## src/rtl/core/trcc_pkg.sv

```systemverilog
// ----------------------------------------------------------------------------
// trcc_pkg: shared types and constants for the record checksum checker
// Status codes, the per-byte result record and the rotate-add checksum step.
// ----------------------------------------------------------------------------
package trcc_pkg;

    // Verdict codes reported with record_done
    localparam logic [2:0] ST_IN_PROGRESS  = 3'd0;
    localparam logic [2:0] ST_ACCEPTED     = 3'd1;
    localparam logic [2:0] ST_BAD_MAGIC    = 3'd2;
    localparam logic [2:0] ST_BAD_CHECKSUM = 3'd3;
    localparam logic [2:0] ST_LEN_RANGE    = 3'd4;

    // Magic value after reset: "Args"
    localparam logic [31:0] MAGIC_RESET = 32'h4172_6773;

    // One result per input byte
    typedef struct packed {
        logic [7:0]  payload_byte;
        logic        payload_valid;
        logic        record_done;
        logic [2:0]  status;
        logic [11:0] payload_length;
    } trcc_result_t;

    // Rotate left by one, then add the byte sign-extended, mod 2^16
    function automatic logic [15:0] csum_add(input logic [15:0] c, input logic [7:0] b);
        logic [15:0] rot;
        logic [15:0] ext;
        rot = {c[14:0], c[15]};
        ext = {{8{b[7]}}, b};
        return rot + ext;
    endfunction

endpackage

```

## src/rtl/core/trcc_parser.sv

```systemverilog
// ----------------------------------------------------------------------------
// trcc_parser: record framing state and checksum datapath
// Holds the record state, advances it by one byte per step and forms the
// result for that byte.
// ----------------------------------------------------------------------------
module trcc_parser #(
    parameter int MAX_LEN = 4095
) (
    input  logic                      clk,
    input  logic                      rst_n,
    input  logic                      step_en,
    input  logic [7:0]                data_byte,
    input  logic                      start_record,
    input  logic [31:0]               magic_word,
    output trcc_pkg::trcc_result_t    res_next
);

    localparam int LEN_W = $clog2(MAX_LEN + 1);

    localparam logic [1:0] PH_IDLE    = 2'd0;
    localparam logic [1:0] PH_HEADER  = 2'd1;
    localparam logic [1:0] PH_PAYLOAD = 2'd2;

    logic [1:0]       phase_reg,  phase_next;
    logic [2:0]       hidx_reg,   hidx_next;
    logic [15:0]      stored_reg, stored_next;
    logic [LEN_W-1:0] rlen_reg,   rlen_next;
    logic [LEN_W-1:0] rem_reg,    rem_next;
    logic [15:0]      run_reg,    run_next;
    logic [7:0]       lenlo_reg,  lenlo_next;

    logic [7:0]       want_byte;
    logic [15:0]      full_len;
    logic [15:0]      csum_step;
    logic [LEN_W-1:0] rem_dec;
    logic [15:0]      len_ext;

    // Expected tag byte for the current header position
    always_comb
    begin
        case (start_record ? 2'd0 : hidx_reg[1:0])
            2'd0:    want_byte = magic_word[31:24];
            2'd1:    want_byte = magic_word[23:16];
            2'd2:    want_byte = magic_word[15:8];
            default: want_byte = magic_word[7:0];
        endcase
    end

    // Next state and result for this byte
    always_comb
    begin
        phase_next  = phase_reg;
        hidx_next   = hidx_reg;
        stored_next = stored_reg;
        rlen_next   = rlen_reg;
        rem_next    = rem_reg;
        run_next    = run_reg;
        lenlo_next  = lenlo_reg;

        res_next.payload_byte  = 8'd0;
        res_next.payload_valid = 1'b0;
        res_next.record_done   = 1'b0;
        res_next.status        = trcc_pkg::ST_IN_PROGRESS;

        // start mark abandons any record in flight
        if (start_record)
        begin
            phase_next  = PH_HEADER;
            hidx_next   = 3'd0;
            stored_next = 16'd0;
            rlen_next   = '0;
            rem_next    = '0;
            run_next    = 16'd0;
            lenlo_next  = 8'd0;
        end

        full_len  = {data_byte, lenlo_next};
        csum_step = trcc_pkg::csum_add(run_next, data_byte);
        rem_dec   = (rem_next != '0) ? rem_next - 1'b1 : rem_next;

        unique case (phase_next)
            PH_HEADER:
            begin
                case (hidx_next)
                    3'd0, 3'd1, 3'd2, 3'd3:
                    begin
                        if (data_byte != want_byte)
                        begin
                            res_next.record_done = 1'b1;
                            res_next.status      = trcc_pkg::ST_BAD_MAGIC;
                            phase_next           = PH_IDLE;
                        end
                        else
                        begin
                            hidx_next = hidx_next + 3'd1;
                        end
                    end
                    3'd4:
                    begin
                        stored_next[7:0] = data_byte;
                        hidx_next        = 3'd5;
                    end
                    3'd5:
                    begin
                        stored_next[15:8] = data_byte;
                        hidx_next         = 3'd6;
                    end
                    3'd6:
                    begin
                        run_next   = csum_step;
                        lenlo_next = data_byte;
                        hidx_next  = 3'd7;
                    end
                    default:
                    begin
                        run_next  = csum_step;
                        hidx_next = 3'd0;
                        if (full_len[15] || (full_len > 16'(MAX_LEN)))
                        begin
                            rlen_next            = '0;
                            res_next.record_done = 1'b1;
                            res_next.status      = trcc_pkg::ST_LEN_RANGE;
                            phase_next           = PH_IDLE;
                        end
                        else if (full_len == 16'd0)
                        begin
                            rlen_next            = '0;
                            res_next.record_done = 1'b1;
                            res_next.status      = (csum_step == stored_next) ?
                                                   trcc_pkg::ST_ACCEPTED :
                                                   trcc_pkg::ST_BAD_CHECKSUM;
                            phase_next           = PH_IDLE;
                        end
                        else
                        begin
                            rlen_next  = full_len[LEN_W-1:0];
                            rem_next   = full_len[LEN_W-1:0];
                            phase_next = PH_PAYLOAD;
                        end
                    end
                endcase
            end
            PH_PAYLOAD:
            begin
                res_next.payload_byte  = data_byte;
                res_next.payload_valid = 1'b1;
                run_next               = csum_step;
                rem_next               = rem_dec;
                if (rem_dec == '0)
                begin
                    res_next.record_done = 1'b1;
                    res_next.status      = (csum_step == stored_next) ?
                                           trcc_pkg::ST_ACCEPTED :
                                           trcc_pkg::ST_BAD_CHECKSUM;
                    phase_next           = PH_IDLE;
                end
            end
            default:
            begin
                phase_next = PH_IDLE;
            end
        endcase

        len_ext                 = 16'(rlen_next);
        res_next.payload_length = len_ext[11:0];
    end

    // Record state registers
    always_ff @(posedge clk or negedge rst_n)
    begin
        if (!rst_n)
        begin
            phase_reg  <= PH_IDLE;
            hidx_reg   <= 3'd0;
            stored_reg <= 16'd0;
            rlen_reg   <= '0;
            rem_reg    <= '0;
            run_reg    <= 16'd0;
            lenlo_reg  <= 8'd0;
        end
        else if (step_en)
        begin
            phase_reg  <= phase_next;
            hidx_reg   <= hidx_next;
            stored_reg <= stored_next;
            rlen_reg   <= rlen_next;
            rem_reg    <= rem_next;
            run_reg    <= run_next;
            lenlo_reg  <= lenlo_next;
        end
    end

endmodule

```

## config.mk

```make
export PLATFORM = sky130hd
export DESIGN_NAME = trcc_parser
export DESIGN_NICKNAME = d
export VERILOG_FILES = /design/src/rtl/core/trcc_pkg.sv /design/src/rtl/core/trcc_parser.sv
export SDC_FILE = /design/constraint.sdc
export NUM_CORES = 1
export LEC_CHECK = 0
export ABC_AREA = 0
export BUFFER_PORTS_ARGS = -buffer_cell sky130_fd_sc_hd__buf_2
export CAP_MARGIN = 5
export CORE_MARGIN = 10
export CORE_UTILIZATION = 63
export DETAILED_ROUTE_END_ITERATION = 7
export HOLD_SLACK_MARGIN = 0.05
export PLACE_DENSITY = 0.89
export SLEW_MARGIN = 30
export SYNTH_ARGS = -nofsm -noshare
export SYNTH_HDL_FRONTEND = slang
export SYNTH_SLANG_ARGS = --single-unit
```

## constraint.sdc

```tcl
create_clock -name clk -period 12.76 [get_ports clk]
set_clock_uncertainty 0.15 [all_clocks]
set_input_delay 2.552 -clock clk [delete_from_list [all_inputs] [get_ports clk]]
set_output_delay 2.552 -clock clk [all_outputs]
set_load 0.01 [all_outputs]
```

==> run_results.csv <==
group,metric,value,unit
synth,synth.area.top_cells,"sky130_fd_sc_hd__dfrtp_1 (31%), sky130_fd_sc_hd__a22o_1 (6.2%), sky130_fd_sc_hd__ha_1 (5.0%)",
setup_path,crit_chain,"buf_2 > clkinv_1 > nand2_1 > inv_1 > ha_1 > a222oi_1 > mux2i_1 > xnor2_1 > nand4_1 > nor2_1 > nor2_1 > nand3_1 > nand4_1 > nor4b_1 > and4_1 > a32oi_1 > buf_2",
synth,synthMostInstantiatedCell,"sky130_fd_sc_hd__dfrtp_1",
global_route,via_count_of_the_first_global_routing_pass,5362,
synth,synth_async_sr_flop_share,100.0,%
clock_tree,clkSinkCount,69,
global_route,grt_max_degree,70,
synth,ys.flop_type,"sky130_fd_sc_hd__dfrtp_1",
synth,ys_ff_latch,69,
global_route,grt_overflow,0,
global_route,global_routing_usage_summed_across_all_routing_layers,24.95,%
setup_path,critical_path.max_stage_delay,0.75,ns
synth,synthTopCellsByCount,"sky130_fd_sc_hd__dfrtp_1 (69), sky130_fd_sc_hd__nand2_1 (63), sky130_fd_sc_hd__nor2_1 (48)",
setup_path,path_buf_inv,4,
detailed_routing,drtIter0Drc,635,
setup_path,depth_of_the_worst_register_to_register_path,12,
clock_tree,post_cts_buffers,0,
floorplan,die_area,0.01296,mm2
layout,final_layout_size_suffix_gt1_share,16.55,%
setup_path,critPathMaxFanout,27,
setup_path,worstSetupStartpointType,"primary input",
setup_path,reg2reg_to,"phase_reg[1]$_DFFE_PN0P_",
run,max_cap_violations,0,
floorplan,ios,69,
timing,timing.slew.headroom,40.18,%
synth,synthDominantCellAreaShare,31.11,%
synth,syn-cell-area,0.005550,mm2
place,io_buffers,68,
synth,synth_enable_flop_cells,0,
floorplan,dieWidth,113.9,um
detailed_routing,postRouteAntennaNets,0,
floorplan,die_h,113.9,um
clock_tree,cts-htree-levels,3,
timing,number_of_failing_setup_endpoints_in_the_final_timing_report,0,
power_and_ir_drop,vdd.ir_drop.worst,0.00004682,V
worst_hold_path,min_delay_worst_endpoint,"run_reg[10]$_DFFE_PN0P_",
synth,synth-warning-count,0,
place,gp_routability_congestion,0.9349,
timing,hold_viol,0,
floorplan,initial_core_util,64.27,%
clock_tree,cts-hold-fix-buffers,0,
detailed_routing,drt_wl_total,16.33,mm
synth,mappedNetlistNets,727,
clock_tree,clock_path_buffers,2,
clock_tree,worst_skew_pair.late_latency,0.37,ns
synth,number_of_cells_produced_by_synthesis,661,
timing,post-route-period-util,75.67,%
power_and_ir_drop,power_per_cell_area,76.79,mW/mm2
detailed_routing,wl_per_cell,20.04,um
timing,fin_hold_ws,0.3342,ns
detailed_routing,number_of_design_rule_violations_left_after_detail_routing,0,
floorplan,rows,34,
synth,ys_seq_area_share,31.11,%
run_status,outcome,"finished clean",
synth,avgSynthCellArea,8.397,um2
worst_hold_path,holdPathStages,2,
worst_hold_path,worstHoldPathType,"flip-flop to flip-flop",
detailed_routing,viasPerCell,6.692,
layout,area_growth_syn_to_layout,9.197,%
timing,rsz0062_at_grt,"no",
global_route,grt_antenna_before_repair,0,
timing,max_clock_freq,0.1036,GHz
clock_tree,numCtsBuffers,9,
global_route,grt_first_pass_wirelength,26.79,mm
setup_path,worstPathRequired,10.06,ns
clock_tree,clock_edge_transition_at_the_registers_on_the_reported_setup_and_hold_paths,0.08,ns
floorplan,core_region_area,0.008636,mm2
synth,yosysTopAreaCell,"sky130_fd_sc_hd__dfrtp_1",
layout,fillers,677,
timing,pin_slew_with_the_least_headroom_to_its_limit,0.8918,ns
setup_path,regToRegSetupSlack,9.16,ns
setup_path,worst-setup-path-type,"primary input to output port",
setup_path,crit_family,"simple AND/OR/NAND/NOR gates",
detailed_routing,route.vias.total,5454,
setup_path,timing.critical_path.arrival,6.95,ns
clock_tree,tritoncts,"done",
worst_hold_path,min-delay-start,"run_reg[10]$_DFFE_PN0P_",
clock_tree,clockRootBuffer,"sky130_fd_sc_hd__clkbuf_8",
clock_tree,cts-resized-gates,0,
layout,antenna_cells,0,
setup_path,critical-path-slowest-cell,"sky130_fd_sc_hd__clkinv_1",
power_and_ir_drop,power.leakage,2.877,nW
layout,fin_nets,768,
timing,timing.final.crit_period,9.655,ns
synth,yosys.cell_types.count,72,
timing,pins_over_slew_limit,0,
setup_path,end_kind,"output port",
setup_path,r2r-start,"rem_reg[0]$_DFFE_PN0P_",
timing,tns,0,ns
detailed_routing,detail_route.first_pass.iterations,8,
place,hpwl,11.53,mm
==> power by group <==
part,internal (mW),switching [mW]
clock,0.0784,0.0954
combinational,0.0232,0.0491
sequential,0.219,0.000562
total,0.320,0.145
==> routing by layer <==
layer | track usage, % | vias up | share of wire [%]
met3 | 6.562 | 38 | 11
met1 | 34.37 | 2588 | 42
li1 | - | 2519 | -
met4 | 7.185 | 0 | 2.0
met5 | 0 | - | 0
met2 | 37.61 | 309 | 45
==> per-stage QoR <==
step	util (%)	worst slack, ns	total power [mW]	cell area [um2]	cells
floorplan	-	3.852	0.2670	5550	661
global placement	67.86	3.451	0.2920	5861	799
detailed placement	67.86	3.247	0.2941	5861	799
CTS	69.99	3.245	0.4635	6045	815
global route	70.18	2.709	0.4796	6061	815
finish	70.18	3.105	0.4654	6061	815
==> cell type report <==
cell class	count	area (um2)	area share, %
clock buffer	11	141.4	2.333
tap	108	135.1	2.230
clock inverter	5	42.54	0.7019
multi-input combinational	525	3555	58.65
sequential	69	1727	28.49
timing repair buffer	71	362.8	5.987
inverter	26	97.59	1.610
==> cell families after synthesis <==
logic type	after synthesis	synth area share, %
AOI/OAI and AO/OA	203	25.23
xor gates and xnor gates	38	6.132
adders and majority gates	24	5.320
buffers and inverters	67	5.140
DFF	69	31.11
muxes	34	6.402
and+or+nand+nor	226	20.67
==> cell usage in the layout, fill, tap and decap left out, drive strengths merged, types with 8 or more instances in the layout <==
master  synthesis  final
and2           11     11
xor2           14     14
and3            9      9
o21ai          48     48
clkbuf         28     11
mux2           12     12
a21oi          44     44
a222oi          8      8
nor2           49     49
nand3          18     18
nand2          63     63
a21o           10     10
ha             22     22
buf            13     71
nor2b          20     20
inv            25     28
dfrtp          69     69
xnor2          24     24
a31oi           8      8
mux2i          22     22
nor3           17     17
a22o           39     39
==> how the worst max path moves through the flow <==
stage / from / endpoint / cells past startpoint
final: start_record / res_next[13] / 17
after CTS: start_record / res_next[13] / 17
after global placement: start_record / res_next[13] / 15
after detailed placement: start_record / res_next[13] / 17
after global routing: start_record / res_next[13] / 17
after floorplan: start_record / res_next[13] / 17
==> tightest hold or removal path, delay by kind of cell, from the launching register on <==
kind | cells | cell delay, ns
AOI/OAI and AO/OA | 1 | 0.06
DFF | 1 | 0.35
and+or+nand+nor | 1 | 0.05
Power figures use the tool's default switching activity.
